File: src/design/periodic_timer_bank_core_assert.svh
// ----------------------------------------------------------------------------
// Periodic timer bank assertion macros
// Shorthand for the concurrent checks used in the timer bank RTL.
// ----------------------------------------------------------------------------
`ifndef PERIODIC_TIMER_BANK_CORE_ASSERT_SVH
`define PERIODIC_TIMER_BANK_CORE_ASSERT_SVH

// Property that must hold at every clock edge out of reset.
`define PTB_ASSERT(name, prop, msg) \
  name: assert property (@(posedge clk_i) disable iff (!rst_ni) (prop)) else $error(msg);

// Property whose consequent must hold in the cycle after the antecedent.
`define PTB_ASSERT_NEXT(name, ante, cons, msg) \
  name: assert property (@(posedge clk_i) disable iff (!rst_ni) (ante) |=> (cons)) \
    else $error(msg);

`endif

File: src/design/ptb_pkg.sv
// ----------------------------------------------------------------------------
// Periodic timer bank package
// Request and result types, opcodes and the slot memory word.
// ----------------------------------------------------------------------------
`timescale 1ns / 1ps
`default_nettype none

package ptb_pkg;

  // Operation codes carried in a request.
  localparam logic OP_TICK = 1'b0;
  localparam logic OP_ARM  = 1'b1;

  // Largest number of slots that a request can address.
  localparam int MAX_SLOTS = 16;

  // One request.
  typedef struct packed {
    logic        opcode;
    logic [3:0]  slot;
    logic [31:0] period;
    logic        one_shot;
  } req_t;

  // One fired-slot report.
  typedef struct packed {
    logic [3:0]  fired_slot;
    logic [31:0] tick_value;
    logic        last;
  } result_t;

  // Contents of one slot memory entry.
  typedef struct packed {
    logic [31:0] period;
    logic        one_shot;
    logic [31:0] expiry;
  } slot_word_t;

endpackage

`default_nettype wire

File: src/design/ptb_slot_ram.sv
// ----------------------------------------------------------------------------
// Timer slot memory
// Synchronous single-write, single-read memory with a registered read port.
// ----------------------------------------------------------------------------
`timescale 1ns / 1ps
`default_nettype none

module ptb_slot_ram #(
  parameter int Depth = 16,
  parameter int AddrW = 4
) (
  input  wire logic               clk_i,
  input  wire logic               wr_en_i,
  input  wire logic [AddrW-1:0]   wr_addr_i,
  input  wire ptb_pkg::slot_word_t wr_data_i,
  input  wire logic               rd_en_i,
  input  wire logic [AddrW-1:0]   rd_addr_i,
  output      ptb_pkg::slot_word_t rd_data_o
);

  ptb_pkg::slot_word_t mem [Depth];
  ptb_pkg::slot_word_t rd_data_q;

  // Write port.
  always_ff @(posedge clk_i) begin
    if (wr_en_i) begin
      mem[wr_addr_i] <= wr_data_i;
    end
  end

  // Read port, registered.
  always_ff @(posedge clk_i) begin
    if (rd_en_i) begin
      rd_data_q <= mem[rd_addr_i];
    end
  end

  assign rd_data_o = rd_data_q;

endmodule

`default_nettype wire

File: src/design/periodic_timer_bank_core.sv
// ----------------------------------------------------------------------------
// Periodic timer bank core
// Bank of timer slots driven by a wrapping 32-bit tick counter. Slot periods
// and expiries live in a synchronous memory that a tick scans slot by slot.
// ----------------------------------------------------------------------------
//
//   Channel   Handshake                Payload
//   request   start, busy              req_i    (ptb_pkg::req_t)
//   result    result_valid_o strobe    result_o (ptb_pkg::result_t)
//
// An arm request is handled without raising busy; busy stays low.
// A tick request scans S slots, S being NUM_TIMERS capped at 16, with one
// memory read per slot through the single read port, then a flush state.
// Each report is held back until the next expiring slot is found or the scan
// ends, so the final report (marked last) appears in the cycle in which busy
// drops again.
// Reset clears the tick counter and all active flags; no memory clearing.
// Results cannot be held off by the receiver.
`timescale 1ns / 1ps
`default_nettype none

module periodic_timer_bank_core #(
  parameter int NUM_TIMERS = 16
) (
  input  wire logic             clk_i,
  input  wire logic             rst_ni,
  input  wire logic             start,
  output      logic             busy,
  input  wire ptb_pkg::req_t    req_i,
  output      logic             result_valid_o,
  output      ptb_pkg::result_t result_o
);

  localparam int Slots = (NUM_TIMERS < ptb_pkg::MAX_SLOTS) ? NUM_TIMERS : ptb_pkg::MAX_SLOTS;
  localparam int AddrW = (Slots > 1) ? $clog2(Slots) : 1;
  localparam logic [AddrW-1:0] LastIdx = AddrW'(Slots - 1);

  typedef enum logic [1:0] {
    StIdle,
    StScan,
    StFlush
  } state_e;

  state_e              state_q;
  logic [31:0]         tick_q;
  logic [Slots-1:0]    active_q;
  logic [AddrW-1:0]    chk_idx_q;
  logic                pend_v_q;
  logic [AddrW-1:0]    pend_slot_q;
  logic                result_valid_q;
  ptb_pkg::result_t    result_q;

  logic                accept;
  logic                tick_go;
  logic                arm_ok;
  logic                fire;
  logic                rd_en;
  logic [AddrW-1:0]    rd_addr;
  logic                wr_en;
  logic [AddrW-1:0]    wr_addr;
  ptb_pkg::slot_word_t wr_data;
  ptb_pkg::slot_word_t rd_data;

  // Request decode.
  assign accept  = start && !busy;
  assign tick_go = accept && (req_i.opcode == ptb_pkg::OP_TICK);
  assign arm_ok  = accept && (req_i.opcode == ptb_pkg::OP_ARM)
                   && ({1'b0, req_i.slot} < 5'(Slots));

  // Read address: slot 0 when a tick is taken, then one slot ahead of the check.
  assign rd_en   = tick_go || ((state_q == StScan) && (chk_idx_q != LastIdx));
  assign rd_addr = (state_q == StScan) ? chk_idx_q + AddrW'(1) : '0;

  // Expiry check on the entry read in the previous cycle.
  assign fire = (state_q == StScan) && active_q[chk_idx_q] && (rd_data.expiry == tick_q);

  // Write port: arm from idle, or advance a periodic slot that fired.
  always_comb begin
    wr_en   = 1'b0;
    wr_addr = chk_idx_q;
    wr_data = rd_data;
    if (arm_ok) begin
      wr_en            = 1'b1;
      wr_addr          = req_i.slot[AddrW-1:0];
      wr_data.period   = req_i.period;
      wr_data.one_shot = req_i.one_shot;
      wr_data.expiry   = tick_q + req_i.period;
    end else if (fire && !rd_data.one_shot) begin
      wr_en          = 1'b1;
      wr_data.expiry = rd_data.expiry + rd_data.period;
    end
  end

  ptb_slot_ram #(
    .Depth (Slots),
    .AddrW (AddrW)
  ) u_slot_ram (
    .clk_i     (clk_i),
    .wr_en_i   (wr_en),
    .wr_addr_i (wr_addr),
    .wr_data_i (wr_data),
    .rd_en_i   (rd_en),
    .rd_addr_i (rd_addr),
    .rd_data_o (rd_data)
  );

  // Sequencer. A fired slot is held back one report so that the final one
  // can be marked last when the scan ends.
  always_ff @(posedge clk_i or negedge rst_ni) begin
    if (!rst_ni) begin
      state_q        <= StIdle;
      tick_q         <= '0;
      active_q       <= '0;
      chk_idx_q      <= '0;
      pend_v_q       <= 1'b0;
      pend_slot_q    <= '0;
      result_valid_q <= 1'b0;
      result_q       <= '0;
    end else begin
      case (state_q)
        StIdle: begin
          result_valid_q <= 1'b0;
          if (tick_go) begin
            tick_q    <= tick_q + 32'd1;
            chk_idx_q <= '0;
            pend_v_q  <= 1'b0;
            state_q   <= StScan;
          end
          if (arm_ok) begin
            active_q[req_i.slot[AddrW-1:0]] <= 1'b1;
          end
        end
        StScan: begin
          chk_idx_q      <= chk_idx_q + AddrW'(1);
          result_valid_q <= fire && pend_v_q;
          if (fire) begin
            if (pend_v_q) begin
              result_q.fired_slot <= 4'(pend_slot_q);
              result_q.tick_value <= tick_q;
              result_q.last       <= 1'b0;
            end
            pend_v_q    <= 1'b1;
            pend_slot_q <= chk_idx_q;
            if (rd_data.one_shot) begin
              active_q[chk_idx_q] <= 1'b0;
            end
          end
          if (chk_idx_q == LastIdx) begin
            state_q <= StFlush;
          end
        end
        StFlush: begin
          result_valid_q <= pend_v_q;
          if (pend_v_q) begin
            result_q.fired_slot <= 4'(pend_slot_q);
            result_q.tick_value <= tick_q;
            result_q.last       <= 1'b1;
          end
          pend_v_q <= 1'b0;
          state_q  <= StIdle;
        end
        default: begin
          result_valid_q <= 1'b0;
          state_q        <= StIdle;
        end
      endcase
    end
  end

  assign busy           = (state_q != StIdle);
  assign result_valid_o = result_valid_q;
  assign result_o       = result_q;

  // Checks on the sequencing.
  `include "periodic_timer_bank_core_assert.svh"

  `PTB_ASSERT(a_last_ends_scan, !(result_valid_o && result_o.last) || !busy, "last while busy")
  `PTB_ASSERT(a_report_from_scan, !result_valid_o || $past(busy), "report without a scan")
  `PTB_ASSERT_NEXT(a_tick_busy, tick_go, busy, "tick request did not start a scan")
  `PTB_ASSERT_NEXT(a_arm_quick, accept && !tick_go, !busy, "arm request left the block busy")
  `PTB_ASSERT(a_one_write, !(arm_ok && fire), "arm and expiry update collide")

endmodule

`default_nettype wire
File: config.mk
export PLATFORM = sky130hd
export DESIGN_NAME = periodic_timer_bank_core
export DESIGN_NICKNAME = d
export VERILOG_FILES = /design/src/design/ptb_pkg.sv /design/src/design/ptb_slot_ram.sv /design/src/design/periodic_timer_bank_core.sv
export VERILOG_INCLUDE_DIRS = /design/src /design/src/design
export SDC_FILE = /design/constraint.sdc
export NUM_CORES = 2
export LEC_CHECK = 0
export BUFFER_PORTS_ARGS = -buffer_cell sky130_fd_sc_hd__buf_2
export CAP_MARGIN = 20
export CORE_ASPECT_RATIO = 1.75
export CORE_MARGIN = 1.5
export CORE_UTILIZATION = 65
export DETAILED_ROUTE_END_ITERATION = 8
export PLACE_DENSITY = 0.82
export SLEW_MARGIN = 20
export SYNTH_ARGS = -nofsm -noshare
export SYNTH_HDL_FRONTEND = slang
export SYNTH_HIERARCHICAL = 1
export SYNTH_SLANG_ARGS = --single-unit
File: constraint.sdc
create_clock -name clk_i -period 20.4 [get_ports clk_i]
set_clock_uncertainty 0.05 [all_clocks]
set_input_delay 4.08 -clock clk_i [delete_from_list [all_inputs] [get_ports clk_i]]
set_output_delay 4.08 -clock clk_i [all_outputs]
set_load 0.02 [all_outputs]
==> Word-level counts from Yosys, hierarchy flattened <==
Memories as Yosys holds them, arrays and structs flattened. A register that Yosys moved wholly into a read port is not among the register bits.
Cells that the tools add are included.
{ "classes": {"n_lt_le_gt_ge": 4, "mux": 32, "reduce_logical": 25, "n_addsub": 4, "bitwise": 4, "n_eq_ne": 12} }
{ "op_table": {"columns": ["operator", "n"], "rows": [
  ["37-bit 2-to-1 mux", 3],
  ["37-bit one-hot mux with 2 select lines", 1],
  ["32-bit adder", 2],
  ["32-bit 2-to-1 mux", 2],
  ["16-bit 2-to-1 mux", 3],
  ["33-bit 2-to-1 mux", 1],
  ["32-bit by 1-bit adder with 32-bit output (second input constant)", 1],
  ["32-bit equality test", 1],
  ["16-bit one-hot mux with 2 select lines", 1],
  ["16-bit AND", 1],
  ["16-bit NOT", 1],
  ["16-bit OR", 1],
  ["4-bit 2-to-1 mux", 3],
  ["1-bit logical AND", 10],
  ["4-bit by 5-bit less-than comparator with 1-bit output (second input constant)", 2],
  ["2-bit != test (second input constant)", 5],
  ["1-bit 2-to-1 mux", 9],
  ["1-bit demux with 4-bit select", 2],
  ["4-bit by 1-bit >= comparator with 1-bit output (second input constant)", 2],
  ["4-bit one-hot mux with 2 select lines", 1],
  ["2-bit AND reduction", 4],
  ["4-bit AND reduction", 2],
  ["2-bit nonzero test", 3],
  ["4-bit by 1-bit adder with 4-bit output (second input constant)", 1],
  ["other kinds (16)", 19]
]} }
{ "word_totals": {"ff_bits": 97, "elab_cells": 92, "memories": 1, "output_inout_bits": 39, "ram_bits": 1040} }
{ "memory_table": {"columns": ["memory", "depth", "width", "rd", "rd_clocked_by_memory_dff", "wr", "line", "rtl"], "rows": [
  ["u_slot_ram.mem", 16, 65, 1, 1, 1, "ptb_slot_ram.sv:21", "ptb_pkg::slot_word_t mem [Depth];"]
]} }

==> Longest topological paths before layout <==
{ "depth": {"depth_word": 9, "depth_mapped": 13} }

==> Modules after synthesis <==
The synthesis kept the hierarchy.
{ "by_module_without_submodules": {"columns": ["module", "cells_per_inst", "instances", "seq_area_each_um2", "area_each_um2"], "rows": [
  ["ptb_slot_ram", 1673, 1, 33181.8, 40894.2],
  ["periodic_timer_bank_core", 1118, 1, 2427.3, 9116.2]
]} }

==> Worst setup path before layout <==
OpenSTA, ideal clock, no wires.
{ "synth_path": {"path_type": "input port to flip-flop", "from": "input req_i[37] (netlist name)", "to": "memory u_slot_ram/mem[0][0] (netlist name) (enable)", "path_buffers": 3, "t_arrival_ps": 9809, "setup_ps": 568, "path_slack_ps": 9974, "t_required_ps": 19782, "stages": 8, "path_cell_list": "and3_1 > clkbuf_1 > clkbuf_1 > clkbuf_1 > nand2_1 > nand2_1 > or3b_1 > nor3_1"} }
{ "synth_between": {"elab_cells_between_ends": 5, "classes_between": "mux (4); reduce/logical (1)"} }
{ "synth_lines": {"columns": ["item", "line", "rtl"], "rows": [
  ["start: declaration", "periodic_timer_bank_core.sv:29", "input wire ptb_pkg::req_t req_i,"],
  ["1-bit logical AND", "periodic_timer_bank_core.sv:67", "assign arm_ok = accept && (req_i.opcode == ptb_pkg::OP_ARM)"],
  ["4-bit 2-to-1 mux", "periodic_timer_bank_core.sv:82", "if (arm_ok) begin"],
  ["named net wr_addr[2]", "periodic_timer_bank_core.sv:60", "logic [AddrW-1:0] wr_addr;"],
  ["end: declaration", "ptb_slot_ram.sv:21", null]
]} }
The timed path passes the listed nets, and every way through them passes these cells.

==> Worst setup path after layout <==
{ "layout_path": {"from": "input req_i[37] (netlist name)", "to": "memory u_slot_ram/mem[6][2] (netlist name) (enable)"} }
Same word-level chain as after synthesis.

==> results_dict.tcl <==
set metrics [dict create \
    status "complete, no violations" \
    first_pass_iters 6 \
    synth.area.top_cells "edfxtp_1 66%, mux4_2 12%, dfrtp_1 4.9%, a22oi_1 2.0%, nand2_1 1.9%" \
    wire_per_inst_um 34.1 \
    synth_seq_cells 1202 \
    synth_top_cell_by_area "edfxtp_1" \
    finalHoldViolations 0 \
    wl_um 136000 \
    fillers 4380 \
    worst_slew_pin_slew_ns 1.22 \
    dp_hpwl_um 79100 \
    clock_latency_ns 0.71 \
    coreArea_um2 76300 \
    port_buffers 79 \
    gp_congestion 1.08 \
    holdCritPathClass "reg -> reg" \
    synth.yosys.warnings 6 \
    power_switching_uw 2540 \
    maxCapViolCount 0 \
    rows 134 \
    cp_max_fo 72 \
    synth_edf_count 1105 \
    ys.flop_type "edfxtp_1" \
    p_total_uw 7690 \
    syn-cell-area_um2 50000 \
    leakage_uw 0.0186 \
    clk_path_buf_depth 3 \
    via_per_inst 7.22 \
    setup_viol_count_final 0 \
    antenna_found_initial 2 \
    synth_top_area_share_pct 66.3 \
    clk_pin_slew_worst_paths_ns 0.06 \
    swShare_pct 33.0 \
    die_h_um 370 \
    cp-start-kind "primary input" \
    grt_pass1_wl_um 197000 \
    antenna_left 0 \
    ys_seq_area_share_pct 71.2 \
    relSlewSlack_pct 18.9 \
    area_growth_pct 10.1 \
    syn_nets 2905 \
    ys_types 76 \
    cts_max_level 3 \
    grt_pass1_vias 29500 \
    rsz0062_at_grt "no" \
    cp.arrival_ns 8.20 \
    cp.required_ns 20.67 \
    ios 80 \
    fin_setup_tns_ns 0 \
    critPathSlowestCell "buf_4" \
    grt-ovfl-total 0 \
    peakVddDrop_mv 0.0932 \
    power_frac_seq_pct 44.2 \
    fmax_mhz 126 \
    critPathMaxStageDelay_ns 0.91 \
    cts_made_buffers 99 \
    cts_resized 0 \
    avgSynthCellArea_um2 17.9 \
    combPwrFrac_pct 30.2 \
    drc 0 \
    nets 3010 \
    vias 28900 \
    cp_common_cell "buf_4" \
    cts_tree "done" \
    path_class "in -> reg" \
    timing.reg2reg.worst_path_depth 9 \
    pwr-share-clk_pct 25.5 \
    min_period_over_period_pct 38.9 \
    clock-sinks 1202 \
    cts_setup_buffers 0 \
    hold_depth 2 \
    die-area_um2 78700 \
    syn-instance-count 2791 \
    cts_root_buf "clkbuf_16" \
    start_util_pct 65.6 \
    p_int_uw 5160 \
    drt-initial-drc-count 4257 \
    drv_slew 0 \
    async_flop_share_pct 8.07 \
    grt.total_usage_pct 35.7 \
    grt_max_degree 73 \
    powerDensity_nw_per_um2 140 \
    die_w_um 213 \
    crit_chain "buf_2 > and3_4 > buf_4 > o21ai_0 > nand2b_1 > nor2_4 > buf_4" \
    cp-end-kind "register" \
    postCtsHoldBufs 0 \
    fin_crit_ns 7.94 \
    layout-drive-gt1-share_pct 22.0 \
]
[layout by cell type, fill, tap and decap left out, drive strengths merged, types with 17 or more instances in the layout]
master | netlist | routed
a21o | 29 | 29
buf | 65 | 146
mux4 | 264 | 264
dfrtp | 97 | 97
a31oi | 23 | 23
ha | 71 | 71
nor3 | 22 | 22
nand4 | 22 | 22
xor2 | 51 | 51
a21oi | 103 | 103
edfxtp | 1105 | 1105
clkbuf | 78 | 126
a211oi | 17 | 17
nor2 | 76 | 76
inv | 19 | 25
a22oi | 135 | 135
xnor2 | 62 | 62
clkinv | 0 | 35
nand3 | 34 | 34
o21ai | 56 | 56
mux2 | 39 | 39
nand2 | 256 | 256
[kinds of logic (layout without fill, tap and decap cells)]
family,Yosys count,count (layout),synth area share [%]
AND/OR/NAND/NOR,506,506,4.69
adder cells (fa/ha/maj),73,73,1.86
other,0,2,0
multiplexers,305,305,12.8
AO/OA/AOI/OAI,430,430,5.76
flip-flops,1202,1202,71.2
buffers and inverters,162,351,1.70
XOR/XNOR,113,113,1.98
[path summary, 6_finish.rpt]
path	startpoint	to	slack (ns)
setup / recovery	req_i[37]	u_slot_ram/mem[6][2]$_DFFE_PP_	12.46
hold / removal	result_o[31]$_DFFE_PN0P_	result_o[31]$_DFFE_PN0P_	0.44
setup reg to reg	tick_q[6]$_DFFE_PN0P_	u_slot_ram/mem[0][31]$_DFFE_PP_	14.45
hold reg to reg	result_o[31]$_DFFE_PN0P_	result_o[31]$_DFFE_PN0P_	0.44
max in group asynchronous	rst_ni	result_o[23]$_DFFE_PN0P_	15.69
min in group asynchronous	rst_ni	result_o[6]$_DFFE_PN0P_	3.26
[through the flow]
stage	util [%]	worst slack [ns]	cell area (µm²)	hold slack (ns)	cells
after detailed placement	67.6	12.03	51600	0.436	3812
after global placement	67.6	11.95	51500	0.415	3809
final	72.2	12.46	55100	0.437	4002
after floorplan	-	9.97	50000	0.411	2791
after CTS	72.0	12.74	54900	0.447	3997
after global routing	72.2	12.34	55100	0.463	4001
[power groups by stage]
| stage | Sequential, µW | Clock, µW | Combinational [µW] |
|---|---|---|---|
| 2_1_floorplan | 3350 | 0 | 1600 |
| 3_3_place_gp | 3430 | 0 | 2120 |
| 3_5_place_dp | 3440 | 0 | 2210 |
| 4_1_cts | 3390 | 1980 | 2240 |
| 5_1_grt | 3410 | 2060 | 2450 |
| 6_report | 3400 | 1960 | 2330 |
[synth_stat cells (23+ instances only)]
master       n
nand3_1     33
edfxtp_1  1105
a21oi_1    102
a31oi_1     23
mux4_2     264
xnor2_1     62
mux2_2      39
nand2_1    256
clkbuf_1    78
a21o_1      29
o21ai_0     54
dfrtp_1     97
nor2_1      76
buf_2       26
ha_1        71
a22oi_1    135
xor2_1      51
[per-layer routing]
layer | vias up | GRT usage, % | wire length (µm)
li1 | 11500 | - | -
met5 | - | 0 | 0
met3 | 612 | 8.21 | 15300
met4 | 0 | 24.4 | 11000
met2 | 2346 | 58.0 | 67000
met1 | 14500 | 42.5 | 43100
[critical path, delay by kind of cell]
| family | cells | cell delay (ns) |
|---|---|---|
| buf+inv | 3 | 1.82 |
| simple gates | 3 | 1.63 |
| compound gates | 1 | 0.56 |
[final cells by class]
cell class	count	area (µm²)	share of cell area, %
Antenna cell	2	5.00	0.00909
Sequential cell	1202	35600	64.7
Tap cell	1020	1280	2.32
Timing Repair Buffer	147	937	1.70
Clock inverter	60	696	1.26
Multi-Input combinational cell	1427	13800	25.1
Clock buffer	125	2640	4.79
Inverter	19	71.3	0.130
[state kept, by name (all words and copies together) (netlist names)]
name / count
active_q: 16
chk_idx_q: 4
pend_slot_q: 4
pend_v_q: 1
result_o: 37
result_valid_o: 1
state_q: 2
tick_q: 32
u_slot_ram/mem: 1040
u_slot_ram/rd_data_o: 65
Note: power is estimated with default switching activity, not from simulation.
